===== src/rtl/rdat_pkg.sv =====
// Shared constants and codes for the RTC drift auto-trim block.
package rdat_pkg;

  // Register reset values.
  localparam logic [28:0] REF_CLOCK_RESET    = 29'd168000000;
  localparam logic [31:0] MIN_INTERVAL_RESET = 32'd600000;

  // Default subsecond span of the RTC.
  localparam int SUBS_SPAN_DEF = 32768;

  // One trim code step is worth STEP_NUM / STEP_DEN ppm, with a negative sign.
  localparam int STEP_NUM  = 4871;
  localparam int STEP_DEN  = 5110;
  localparam int PPM_SCALE = 1000000;
  localparam int MS_SCALE  = 1000;

  // Datapath widths of the shared divider.
  localparam int TICK_W = 64;
  localparam int MS_W   = 10;
  localparam int NUM_W  = TICK_W + MS_W;
  localparam int Q_W    = 32;
  localparam int HI_W   = NUM_W - Q_W;
  localparam int DVS_W  = 33;

  // Saturation limits.
  localparam logic signed [9:0]  CODE_MAX  = 10'sh1FF;
  localparam logic signed [9:0]  CODE_MIN  = 10'sh200;
  localparam logic signed [15:0] DRIFT_MAX = 16'sh7FFF;
  localparam logic signed [15:0] DRIFT_MIN = 16'sh8000;

  // Result action codes.
  localparam logic [1:0] ACT_WAIT  = 2'd0;
  localparam logic [1:0] ACT_RESET = 2'd1;
  localparam logic [1:0] ACT_TRIM  = 2'd2;

  // Configuration register indexes.
  localparam logic [0:0] CFG_REF_CLOCK    = 1'b0;
  localparam logic [0:0] CFG_MIN_INTERVAL = 1'b1;

endpackage


===== src/rtl/rtc_drift_auto_trim_core.sv =====
// RTC drift auto-trim core: sequencer around one shared 32-step restoring divider.
// A stamp reset runs only the trim ppm division, an item that waits for the interval
// also runs the reference ms division, and a trim update runs all five divisions.
// Every division (trim ppm, reference ms, RTC ms, drift, new code) runs 32 steps
// on the same divider; one item is in work at a time, and the next item is accepted
// the cycle after the result is loaded into the output register.
// Synchronous active-low reset restores register defaults and clears stamps and trim.
module rtc_drift_auto_trim_core #(
  parameter int SUBS_SPAN = rdat_pkg::SUBS_SPAN_DEF
) (
  input  logic               clk,
  input  logic               rst_n,
  input  logic               in_valid,
  output logic               in_stall,
  input  logic [31:0]        in_rtc_seconds,
  input  logic [14:0]        in_rtc_subs,
  input  logic [63:0]        in_ref_ticks,
  input  logic               in_reset_request,
  output logic               out_valid,
  input  logic               out_stall,
  output logic [1:0]         out_action,
  output logic signed [9:0]  out_cal_code,
  output logic signed [9:0]  out_cal_ppm,
  output logic [31:0]        out_ref_elapsed_ms,
  output logic [31:0]        out_rtc_elapsed_ms,
  output logic signed [15:0] out_drift_ppm,
  input  logic               cfg_we,
  input  logic [0:0]         cfg_index,
  input  logic [31:0]        cfg_data
);

  localparam int SPW   = $clog2(SUBS_SPAN + 1);
  localparam int D_W   = 32 + SPW;
  localparam int S_W   = D_W + 1;
  localparam int RN_W  = D_W + rdat_pkg::MS_W;
  localparam int NUM_W = rdat_pkg::NUM_W;
  localparam int HI_W  = rdat_pkg::HI_W;
  localparam int Q_W   = rdat_pkg::Q_W;
  localparam int DVS_W = rdat_pkg::DVS_W;
  localparam int CNT_W = $clog2(Q_W);

  typedef enum logic [16:0] {
    S_IDLE     = 17'h00001,
    S_LOAD     = 17'h00002,
    S_DIV      = 17'h00004,
    S_PPM_END  = 17'h00008,
    S_DT       = 17'h00010,
    S_REF_PREP = 17'h00020,
    S_REF_END  = 17'h00040,
    S_SUB      = 17'h00080,
    S_RTC_PREP = 17'h00100,
    S_RTC_END  = 17'h00200,
    S_DISP     = 17'h00400,
    S_DR_PREP  = 17'h00800,
    S_DR_END   = 17'h01000,
    S_CODE     = 17'h02000,
    S_CD_PREP  = 17'h04000,
    S_CD_END   = 17'h08000,
    S_DONE     = 17'h10000
  } state_t;

  state_t state_r, state_nxt, ret_r;

  // Configuration and saved measurement state.
  logic [28:0]        hz_r;
  logic [31:0]        min_ms_r;
  logic [31:0]        sv_sec_r;
  logic [14:0]        sv_subs_r;
  logic [63:0]        sv_ticks_r;
  logic signed [9:0]  trim_code_r;

  // Captured item.
  logic [31:0]        sec_r;
  logic [14:0]        subs_r;
  logic [63:0]        ticks_r;
  logic               rst_req_r;

  // Working registers.
  logic [63:0]        dt_r;
  logic [D_W-1:0]     d_r;
  logic [NUM_W-1:0]   num_r;
  logic [DVS_W-1:0]   dvs_r;
  logic               neg_r;
  logic [DVS_W-1:0]   rem_r;
  logic [Q_W-1:0]     quo_r;
  logic               ovf_r;
  logic [CNT_W-1:0]   cnt_r;
  logic signed [9:0]  ppm_r;
  logic [31:0]        ref_ms_r;
  logic [31:0]        rtc_ms_r;
  logic [31:0]        mag_r;
  logic signed [15:0] drift_r;
  logic [1:0]         act_r;

  // Output register.
  logic               out_valid_r;
  logic [1:0]         out_action_r;
  logic signed [9:0]  out_cal_code_r;
  logic signed [9:0]  out_cal_ppm_r;
  logic [31:0]        out_ref_ms_r;
  logic [31:0]        out_rtc_ms_r;
  logic signed [15:0] out_drift_r;

  logic               in_acc;
  logic               done_load;
  logic               stamp_reset;
  logic [9:0]         code_mag;
  logic [23:0]        ppm_num;
  logic [HI_W-1:0]    div_hi;
  logic               div_ovf;
  logic [DVS_W:0]     trial;
  logic [DVS_W:0]     trial_diff;
  logic               trial_ge;
  logic [31:0]        quo_sat;
  logic [NUM_W-1:0]   ref_num;
  logic [28:0]        hz_eff;
  logic [31:0]        ds;
  logic [D_W-1:0]     ds_sp;
  logic signed [S_W-1:0] d_s;
  logic [D_W-1:0]     d_clamp;
  logic [RN_W-1:0]    rtc_num;
  logic [32:0]        disp;
  logic [31:0]        disp_mag;
  logic [53:0]        dr_num;
  logic               dr_sat;
  logic signed [15:0] drift_nxt;
  logic signed [9:0]  ppm_nxt;
  logic signed [16:0] trim_diff;
  logic signed [15:0] trim_ppm;
  logic [15:0]        trim_mag;
  logic [30:0]        cd_num;
  logic signed [9:0]  code_nxt;

  // Handshake.
  assign in_stall  = (state_r != S_IDLE);
  assign in_acc    = in_valid && !in_stall;
  assign done_load = (state_r == S_DONE) && (!out_valid_r || !out_stall);

  // No stamp saved yet, or an explicit request, restarts the measurement.
  assign stamp_reset = rst_req_r || (sv_sec_r == 32'd0);

  // Present trim ppm: rounded |code| * STEP_NUM / STEP_DEN, sign opposite to the code.
  assign code_mag = trim_code_r[9] ? (10'd0 - $unsigned(trim_code_r)) : $unsigned(trim_code_r);
  assign ppm_num  = 24'(code_mag) * 24'(2 * rdat_pkg::STEP_NUM) + 24'(rdat_pkg::STEP_DEN);
  assign ppm_nxt  = neg_r ? $signed(10'd0 - quo_r[9:0]) : $signed(quo_r[9:0]);

  // Divider load: the upper part becomes the first remainder; a quotient that
  // would not fit in 32 bits shows up as an upper part at or above the divisor.
  assign div_hi  = num_r[NUM_W-1:Q_W];
  assign div_ovf = (div_hi >= HI_W'(dvs_r));

  // One restoring division step.
  assign trial      = {rem_r, quo_r[Q_W-1]};
  assign trial_diff = trial - {1'b0, dvs_r};
  assign trial_ge   = (trial >= {1'b0, dvs_r});
  assign quo_sat    = ovf_r ? 32'hFFFF_FFFF : quo_r;

  // Reference milliseconds: ticks * 1000 / hz.
  assign hz_eff  = (hz_r == 29'd0) ? 29'd1 : hz_r;
  assign ref_num = NUM_W'(dt_r) * NUM_W'(rdat_pkg::MS_SCALE);

  // RTC elapsed subseconds, negative totals count as zero.
  assign ds      = sec_r - sv_sec_r;
  assign ds_sp   = D_W'(ds) * D_W'(SUBS_SPAN);
  assign d_s     = S_W'(ds_sp) + S_W'(subs_r) - S_W'(sv_subs_r);
  assign d_clamp = d_s[S_W-1] ? '0 : d_s[D_W-1:0];
  assign rtc_num = RN_W'(d_r) * RN_W'(rdat_pkg::MS_SCALE);

  // Displacement between the RTC and the reference clock and the rounded drift numerator.
  assign disp     = {1'b0, rtc_ms_r} - {1'b0, ref_ms_r};
  assign disp_mag = disp[32] ? (ref_ms_r - rtc_ms_r) : disp[31:0];
  assign dr_num   = 54'(mag_r) * 54'(2 * rdat_pkg::PPM_SCALE) + 54'(ref_ms_r);

  // Drift saturates to 16 bits; the negative side reaches one further.
  always_comb begin
    if (neg_r) begin
      dr_sat    = ovf_r || (quo_r > 32'd32768);
      drift_nxt = dr_sat ? rdat_pkg::DRIFT_MIN : $signed(16'd0 - quo_r[15:0]);
    end else begin
      dr_sat    = ovf_r || (quo_r > 32'd32767);
      drift_nxt = dr_sat ? rdat_pkg::DRIFT_MAX : $signed(quo_r[15:0]);
    end
  end

  // New trim in ppm, saturated to 16 bits, then split into magnitude and sign.
  always_comb begin
    trim_diff = 17'(ppm_r) - 17'(drift_r);
    if (!trim_diff[16] && trim_diff[15]) begin
      trim_ppm = rdat_pkg::DRIFT_MAX;
    end else if (trim_diff[16] && !trim_diff[15]) begin
      trim_ppm = rdat_pkg::DRIFT_MIN;
    end else begin
      trim_ppm = trim_diff[15:0];
    end
    trim_mag = trim_ppm[15] ? (16'd0 - $unsigned(trim_ppm)) : $unsigned(trim_ppm);
  end

  // Back to a code: rounded |ppm| * STEP_DEN / STEP_NUM, saturated to ten bits.
  assign cd_num = 31'(mag_r[15:0]) * 31'(2 * rdat_pkg::STEP_DEN) + 31'(rdat_pkg::STEP_NUM);

  always_comb begin
    if (neg_r) begin
      code_nxt = (quo_r > 32'd512) ? rdat_pkg::CODE_MIN : $signed(10'd0 - quo_r[9:0]);
    end else begin
      code_nxt = (quo_r > 32'd511) ? rdat_pkg::CODE_MAX : $signed(quo_r[9:0]);
    end
  end

  // Sequencer.
  always_comb begin
    state_nxt = state_r;
    unique case (state_r)
      S_IDLE: begin
        if (in_acc) state_nxt = S_LOAD;
      end
      S_LOAD:     state_nxt = S_DIV;
      S_DIV: begin
        if (cnt_r == CNT_W'(Q_W - 1)) state_nxt = ret_r;
      end
      S_PPM_END:  state_nxt = stamp_reset ? S_DONE : S_DT;
      S_DT:       state_nxt = S_REF_PREP;
      S_REF_PREP: state_nxt = S_LOAD;
      S_REF_END:  state_nxt = (quo_sat > min_ms_r) ? S_SUB : S_DONE;
      S_SUB:      state_nxt = S_RTC_PREP;
      S_RTC_PREP: state_nxt = S_LOAD;
      S_RTC_END:  state_nxt = S_DISP;
      S_DISP:     state_nxt = S_DR_PREP;
      S_DR_PREP:  state_nxt = S_LOAD;
      S_DR_END:   state_nxt = S_CODE;
      S_CODE:     state_nxt = S_CD_PREP;
      S_CD_PREP:  state_nxt = S_LOAD;
      S_CD_END:   state_nxt = S_DONE;
      S_DONE: begin
        if (done_load) state_nxt = S_IDLE;
      end
      default:    state_nxt = S_IDLE;
    endcase
  end

  // Control state, configuration, saved stamps and trim code.
  always_ff @(posedge clk) begin
    if (!rst_n) begin
      state_r     <= S_IDLE;
      out_valid_r <= 1'b0;
      hz_r        <= rdat_pkg::REF_CLOCK_RESET;
      min_ms_r    <= rdat_pkg::MIN_INTERVAL_RESET;
      sv_sec_r    <= '0;
      sv_subs_r   <= '0;
      sv_ticks_r  <= '0;
      trim_code_r <= '0;
    end else begin
      state_r <= state_nxt;

      if (done_load) begin
        out_valid_r <= 1'b1;
      end else if (!out_stall) begin
        out_valid_r <= 1'b0;
      end

      if (cfg_we) begin
        unique case (cfg_index)
          rdat_pkg::CFG_REF_CLOCK:    hz_r     <= cfg_data[28:0];
          rdat_pkg::CFG_MIN_INTERVAL: min_ms_r <= cfg_data;
          default: ;
        endcase
      end

      // Stamps are saved on a restart and after every trim update.
      if (((state_r == S_PPM_END) && stamp_reset) || (state_r == S_CD_END)) begin
        sv_sec_r   <= sec_r;
        sv_subs_r  <= subs_r;
        sv_ticks_r <= ticks_r;
      end
      if (state_r == S_CD_END) begin
        trim_code_r <= code_nxt;
      end
    end
  end

  // Datapath registers.
  always_ff @(posedge clk) begin
    unique case (state_r)
      S_IDLE: begin
        if (in_acc) begin
          sec_r     <= in_rtc_seconds;
          subs_r    <= in_rtc_subs;
          ticks_r   <= in_ref_ticks;
          rst_req_r <= in_reset_request;
          act_r     <= rdat_pkg::ACT_WAIT;
          ref_ms_r  <= '0;
          rtc_ms_r  <= '0;
          drift_r   <= '0;
          num_r     <= NUM_W'(ppm_num);
          dvs_r     <= DVS_W'(2 * rdat_pkg::STEP_DEN);
          neg_r     <= !trim_code_r[9] && (trim_code_r != 10'sd0);
          ret_r     <= S_PPM_END;
        end
      end
      S_LOAD: begin
        rem_r <= div_hi[DVS_W-1:0];
        quo_r <= num_r[Q_W-1:0];
        ovf_r <= div_ovf;
        cnt_r <= '0;
      end
      S_DIV: begin
        rem_r <= trial_ge ? trial_diff[DVS_W-1:0] : trial[DVS_W-1:0];
        quo_r <= {quo_r[Q_W-2:0], trial_ge};
        cnt_r <= cnt_r + 1'b1;
      end
      S_PPM_END: begin
        ppm_r <= ppm_nxt;
        if (stamp_reset) act_r <= rdat_pkg::ACT_RESET;
      end
      S_DT: begin
        dt_r <= ticks_r - sv_ticks_r;
      end
      S_REF_PREP: begin
        num_r <= ref_num;
        dvs_r <= DVS_W'(hz_eff);
        ret_r <= S_REF_END;
      end
      S_REF_END: begin
        ref_ms_r <= quo_sat;
      end
      S_SUB: begin
        d_r <= d_clamp;
      end
      S_RTC_PREP: begin
        num_r <= NUM_W'(rtc_num);
        dvs_r <= DVS_W'(SUBS_SPAN);
        ret_r <= S_RTC_END;
      end
      S_RTC_END: begin
        rtc_ms_r <= quo_sat;
      end
      S_DISP: begin
        mag_r <= disp_mag;
        neg_r <= disp[32];
      end
      S_DR_PREP: begin
        num_r <= NUM_W'(dr_num);
        dvs_r <= {ref_ms_r, 1'b0};
        ret_r <= S_DR_END;
      end
      S_DR_END: begin
        drift_r <= drift_nxt;
      end
      S_CODE: begin
        mag_r <= 32'(trim_mag);
        neg_r <= !trim_ppm[15] && (trim_ppm != 16'sd0);
      end
      S_CD_PREP: begin
        num_r <= NUM_W'(cd_num);
        dvs_r <= DVS_W'(2 * rdat_pkg::STEP_NUM);
        ret_r <= S_CD_END;
      end
      S_CD_END: begin
        act_r <= rdat_pkg::ACT_TRIM;
      end
      S_DONE: ;
      default: ;
    endcase
  end

  // Output register holds the result until it is taken.
  always_ff @(posedge clk) begin
    if (done_load) begin
      out_action_r   <= act_r;
      out_cal_code_r <= trim_code_r;
      out_cal_ppm_r  <= ppm_r;
      out_ref_ms_r   <= ref_ms_r;
      out_rtc_ms_r   <= rtc_ms_r;
      out_drift_r    <= drift_r;
    end
  end

  assign out_valid          = out_valid_r;
  assign out_action         = out_action_r;
  assign out_cal_code       = out_cal_code_r;
  assign out_cal_ppm        = out_cal_ppm_r;
  assign out_ref_elapsed_ms = out_ref_ms_r;
  assign out_rtc_elapsed_ms = out_rtc_ms_r;
  assign out_drift_ppm      = out_drift_r;

endmodule

===== config.mk =====
export PLATFORM = sky130hd
export DESIGN_NAME = rtc_drift_auto_trim_core
export DESIGN_NICKNAME = d
export VERILOG_FILES = /design/src/rtl/rdat_pkg.sv /design/src/rtl/rtc_drift_auto_trim_core.sv
export SDC_FILE = /design/constraint.sdc
export NUM_CORES = 2
export LEC_CHECK = 0
export BUFFER_PORTS_ARGS = -buffer_cell sky130_fd_sc_hd__buf_2
export CORE_ASPECT_RATIO = 2
export CORE_MARGIN = 3
export CORE_UTILIZATION = 40
export DETAILED_ROUTE_END_ITERATION = 10
export PLACE_DENSITY = 0.66
export SLEW_MARGIN = 10
export SYNTH_ARGS = -nofsm -noshare
export SYNTH_HDL_FRONTEND = slang
export SYNTH_SLANG_ARGS = --single-unit
export TNS_END_PERCENT = 30

===== constraint.sdc =====
create_clock -name clk -period 7.25 [get_ports clk]
set_input_delay 1.45 -clock clk [delete_from_list [all_inputs] [get_ports clk]]
set_output_delay 1.45 -clock clk [all_outputs]
set_load 0.05 [all_outputs]

Word-level counts from Yosys, hierarchy flattened:

Index checks and enable logic that the tools add are counted.

* bits of input ports: 150
* register bits after elaboration: 846
* output and inout port bits: 104
* word-level logic and storage cells: 172

* order comparisons: 7
* bitwise logic cells: 1
* reductions and logical operators: 42
* $mul: 5
* equality and inequality tests: 24
* add/sub/neg operators: 16
* muxes and demuxes: 43

Operators with widths (number)
* $pmux 74 s5: 1
* $pmux 32 s2: 4
* $pmux 17 s14: 1
* $pmux 33 s5: 1
* $mux 16: 7
* $mux 17: 6
* $mux 32: 3
* $pmux 17 s5: 1
* $mux 74: 1
* $mul 64x7->71 const B: 1
* $mux 33: 2
* $pmux 33 s2: 1
* $sub 32x32->32: 2
* $sub 64x64->64: 1
* $mul 48x7->55 const B: 1
* $add 53x32->54: 1
* $mux 10: 5
* $sub 48x15->49: 1
* $add 47x15->48: 1
* $mul 32x14->46 const B: 1
* $ge 42x33->1: 1
* $ge 34x33->1: 1
* $sub 32x32->33: 1
* $sub 33x33->33: 1
* other kinds (55): 92

Logic depth before layout (Yosys ltp):

* depth in word-level cells: 8
* gate-level depth with buffers: 33
* depth with buffers taken out: 31

Worst setup path before layout:

OpenSTA, ideal clock, no wires.

* path kind: reg2reg
* start point: register state_r[2]
* end point: register dvs_r[0], enable pin
* setup time: 0.585 ns
* cell stages (with the launch flop): 12
* period minus slack after synthesis: 7.383 ns
* slack: -0.133 ns
* arrival time: 6.799 ns
* path buffers: 1
* data required time: 6.665 ns
* cells stage by stage: dfxtp_1 > clkbuf_1 > nor4_1 > and3_1 > nand2_1 > or3_1 > or3b_1 > inv_2 > nor3_1 > nand2_1 > nor2_1 > nor2_1

* cells in the longest elaborated chain, start to end: 5
* elaborated cells between the ends (all ways): 11
* classes of those cells: 7 x eq/ne; 4 x reduce/logical

RTL lines
* start: declaration: line rtc_drift_auto_trim_core.sv:62 `state_t state_r, state_nxt, ret_r;`
* start signal: assignment: line rtc_drift_auto_trim_core.sv:252 `state_r <= state_nxt;`
* $ne 17x1->1: line rtc_drift_auto_trim_core.sv:135 `assign in_stall = (state_r != S_IDLE);`
* $logic_not 1->1: line rtc_drift_auto_trim_core.sv:136 `assign in_acc = in_valid && !in_stall;`
* $logic_and 1x1->1: line rtc_drift_auto_trim_core.sv:136
* $ne 2x2->1 (no line)
* $reduce_and 2->1 (no line) *
* end signal: assignment: line rtc_drift_auto_trim_core.sv:294 `dvs_r <= DVS_W'(2 * rdat_pkg::STEP_DEN);`
* end signal: assignment: line rtc_drift_auto_trim_core.sv:319 `dvs_r <= DVS_W'(hz_eff);`
* end signal: assignment: line rtc_drift_auto_trim_core.sv:330 `dvs_r <= DVS_W'(SUBS_SPAN);`
* end: declaration: line rtc_drift_auto_trim_core.sv:82 `logic [DVS_W-1:0] dvs_r;`

Every way passes the cells marked *; elsewhere a longest branch is shown, timed or not.
A chain may end at the register's enable or synchronous reset.

Worst setup path in the final report:

* start point: register mag_r[5]
* end point: register num_r[52], data pin

* cells in the longest elaborated chain, start to end: 3

RTL lines
* start: declaration: line rtc_drift_auto_trim_core.sv:91 `logic [31:0] mag_r;`
* start signal: assignment: line rtc_drift_auto_trim_core.sv:337 `mag_r <= disp_mag;`
* start signal: assignment: line rtc_drift_auto_trim_core.sv:349 `mag_r <= 32'(trim_mag);`
* $mul 32x14->46: line rtc_drift_auto_trim_core.sv:172 `assign dr_num = 54'(mag_r) * 54'(2 * rdat_pkg::PPM_SCALE) + 54'(ref_ms_r);`
* $add 53x32->54: line rtc_drift_auto_trim_core.sv:172
* $pmux 74 s5: line rtc_drift_auto_trim_core.sv:282 `unique case (state_r)`
* end signal: assignment: line rtc_drift_auto_trim_core.sv:293 `num_r <= NUM_W'(ppm_num);`
* end signal: assignment: line rtc_drift_auto_trim_core.sv:318 `num_r <= ref_num;`
* end signal: assignment: line rtc_drift_auto_trim_core.sv:329 `num_r <= NUM_W'(rtc_num);`
* end: declaration: line rtc_drift_auto_trim_core.sv:81 `logic [NUM_W-1:0] num_r;`

No other way between the ends.

==> metrics.cfg <==
[run_status]
status=complete, but fails checks
violations=negative setup slack

[route]
vias_per_cell=5.69
antenna_left=0
routed_wl_microns=266000
detail_route.iter0.violations=4034
detailroute.via_count=62373
drcViolationCount=0
drtPass1Iterations=8
wl_per_cell_microns=24.2

[placement]
postPlaceCellArea_sq_um=83700
place_hpwl_microns=221000
port_buffers=253
gp_congestion=1.04
placed_cells_incl_taps=10767
placement.setup.worst_slack_ps=-360

[floorplanning]
initial_core_util_pct=40.3
die-height_microns=630
floorplan.die.width_microns=318
core_area_sq_um=193000
num_io_pins=254
fp-row-count=228
die_area_sq_um=200000

[worst_setup_path]
critPathRequiredTime_ps=7660
reg2reg_to=num_r[52]
worst-endpoint-arrival_ps=7720
cell_family_with_most_cp_delay=adder cells
slowest_stage=sky130_fd_sc_hd__fa_1
cp-startpoint=mag_r[5]
crit_top_cell=sky130_fd_sc_hd__fa_1
worstReg2RegStart=mag_r[5]
r2r_slack_ps=-60
worstSetupStartpointType=flip-flop
worst_setup_path_end_kind=flip-flop
timing_worst_setup_path_type=flip-flop to flip-flop
timing.critical_path.fanout_max=6
timing.critical_path.buf_inv=6
cp_slowest_stage_delay_ps=530
worst_reg_to_reg_path_cell_count=30

[global_routing]
number_of_antenna_violations_at_the_first_check_in_global_routing=5
track_usage_pct=26.1
wire_length_of_the_first_global_routing_pass_microns=398000
grt.overflow.total=0
largest_net_degree_at_the_start_of_global_routing=107
vias_in_the_first_global_route=65988

[synth]
synth_compound_area_share_pct=15.6
synth-seq-area-share_pct=29.6
main_combinational_cell_family_by_area_after_synthesis=adder cells
syn-instance-count=7949
flip_flop_and_latch_count_after_synthesis=834
asyncSetResetFlopFracSynth_pct=0
biggest_area_consumer_among_synthesized_cells=sky130_fd_sc_hd__edfxtp_1
yosys_warnings=0
synth_fp_nets=9653
synth_area_in_xor_xnor_pct=5.43
largest_cells_by_area_after_synthesis=sky130_fd_sc_hd__edfxtp_1 (24%), sky130_fd_sc_hd__fa_1 (17%), sky130_fd_sc_hd__ha_1 (14%)
synth.lib_cells_used.distinct=105
synth_top_flop_cell=sky130_fd_sc_hd__edfxtp_1
post_synth_fa_ha_maj_area_fraction_pct=31.3
synth-edff-count=634
syn_area_sq_um=77900
avgSynthCellArea_sq_um=9.80
synth_simple_gate_area_share_pct=12.6
post_synth_mux_area_share_pct=0.369
synth_top_cell_area_share_pct=24.4

[cells_and_area]
multi_input_area_sq_um=51700
nFillCells=18468
syn2layout_area_growth_pct=12.7
nNetsFinal=10065
post-route-cell-area_sq_um=87800
area.sequential_sq_um=23000
core_occupancy_in_the_finished_layout_pct=45.4
finish.cell_count_without_fillers=10966
final_layout_size_suffix_gt1_share_pct=10.9

[cts]
clkSinkCount=834
worst_skew_pair.late_latency_ps=770
cts_buffers=85
cts_tree=yes
cts.root.buffer_cell=sky130_fd_sc_hd__clkbuf_16
worst_setup_hold_path_clk_slew_ps=70
clock_path_buffers=3
ctsHtreeMaxLevel=3

[hold_path]
holdPathEnd=out_action[0]
min-delay-start=act_r[0]
whs_path_depth=0
min-delay-path-class=flip-flop to flip-flop

[job]
drv_cap=0

[sta]
timing.max_slew.rel_slack_pct=12.3
finalCriticalPeriod_ps=7310
max_freq_mhz=137
final_hold_vio_count=0
minimum_hold_slack_ps=419
max_transition_viols_final=0
grt_setup_unrepaired=true
postLayoutSetupSlackWorst_ps=-55.9
layout_worst_path_cycle_share_pct=101
finClkSkew_ps=82.6
worst-slew-pin-transition_ps=1310
setup_viol=5
setup_tns_ps=-171

[power_and_ir_drop]
finalPower_mw=16.1
total_leakage_power_nw=37.3
power.ir.vdd_worst_mv=0.190
power-per-cell-area_nw_per_um2=183

-- Yosys cell counts, types with 46 or more instances --
cell,instances
sky130_fd_sc_hd__nor4_1,46
sky130_fd_sc_hd__nand2_1,818
sky130_fd_sc_hd__a211oi_1,58
sky130_fd_sc_hd__a31oi_1,68
sky130_fd_sc_hd__dfxtp_1,200
sky130_fd_sc_hd__ha_1,896
sky130_fd_sc_hd__and3_1,72
sky130_fd_sc_hd__o21a_1,79
sky130_fd_sc_hd__nand4_1,88
sky130_fd_sc_hd__o21ai_0,351
sky130_fd_sc_hd__inv_1,789
sky130_fd_sc_hd__xor2_1,193
sky130_fd_sc_hd__nand2b_1,70
sky130_fd_sc_hd__fa_1,658
sky130_fd_sc_hd__xnor2_1,290
sky130_fd_sc_hd__o21bai_1,63
sky130_fd_sc_hd__a21oi_1,615
sky130_fd_sc_hd__a21o_1,279
sky130_fd_sc_hd__nand3_1,102
sky130_fd_sc_hd__nor3_1,108
sky130_fd_sc_hd__clkbuf_1,236
sky130_fd_sc_hd__nor2b_1,91
sky130_fd_sc_hd__nor2_1,496
sky130_fd_sc_hd__edfxtp_1,634
-- flip-flops by register name, indices dropped and copies added, names as in the netlist, 33 cells and up --
name / count
num_r: 74
dt_r: 64
sv_ticks_r: 64
ticks_r: 64
d_r: 48
dvs_r: 33
rem_r: 33
-- cell usage in the layout, fill, tap and decap left out, types with 61 or more instances in the layout --
master,count
sky130_fd_sc_hd__ha_1,882
sky130_fd_sc_hd__nand2_1,812
sky130_fd_sc_hd__inv_1,772
sky130_fd_sc_hd__fa_1,655
sky130_fd_sc_hd__edfxtp_1,634
sky130_fd_sc_hd__a21oi_1,593
sky130_fd_sc_hd__nor2_1,489
sky130_fd_sc_hd__o21ai_0,342
sky130_fd_sc_hd__buf_4,310
sky130_fd_sc_hd__xnor2_1,287
sky130_fd_sc_hd__a21o_1,277
sky130_fd_sc_hd__buf_2,253
sky130_fd_sc_hd__dfxtp_1,200
sky130_fd_sc_hd__xor2_1,187
sky130_fd_sc_hd__nor3_1,102
sky130_fd_sc_hd__nand3_1,100
sky130_fd_sc_hd__nor2b_1,89
sky130_fd_sc_hd__clkbuf_16,89
sky130_fd_sc_hd__nand4_1,88
sky130_fd_sc_hd__o21a_1,78
sky130_fd_sc_hd__and3_1,71
sky130_fd_sc_hd__nand2b_1,69
sky130_fd_sc_hd__a31oi_1,67
sky130_fd_sc_hd__o21bai_1,61
-- per-layer routing --
layer,up-vias,global-route usage (%),part of all wire [%]
li1,28723,-,-
met1,30729,25.1,33
met5,-,0,0.0056
met4,2,21.7,10
met3,852,3.19,4.3
met2,2067,49.0,53
-- timing repair --
item,4_1_cts,5_1_grt
gates cloned,0,0
setup buffers,17,24
gates resized for setup,64,105
endpoints found under the setup margin,26,34
hold buffers,0,0
pin swaps,75,68
-- cells by family after synthesis --
logic type	count (synthesis)
fa+ha+maj	1554
flops	834
compound gates	1912
buf+inv	1054
xor+xnor	483
simple gates	2084
mux	28
-- layout make-up --
type | count | share of cell area (%)
Multi-Input combinational cell | 6061 | 58.9
Sequential cell | 834 | 26.2
Timing Repair Buffer | 586 | 4.43
Tap cell | 2530 | 3.61
Inverter | 793 | 3.40
Clock buffer | 108 | 2.69
Clock inverter | 52 | 0.769
Antenna cell | 2 | 0.00570
-- where the power goes --
group	total [mW]	internal (mW)	switching, mW
logic	4.92	1.73	3.19
clock network	4.85	2.66	2.19
registers	6.32	5.86	0.456
-- worst max-delay path by stage --
stage                endpoint  cells past startpoint  slack, ps
floorplan           num_r[42]                     30        110
global placement    num_r[39]                     30       -380
detailed placement  num_r[47]                     31       -360
CTS                 num_r[52]                     29        -20
global route        num_r[52]                     32       -310
finish              num_r[52]                     30        -60
Power figures use the tool's default switching activity.
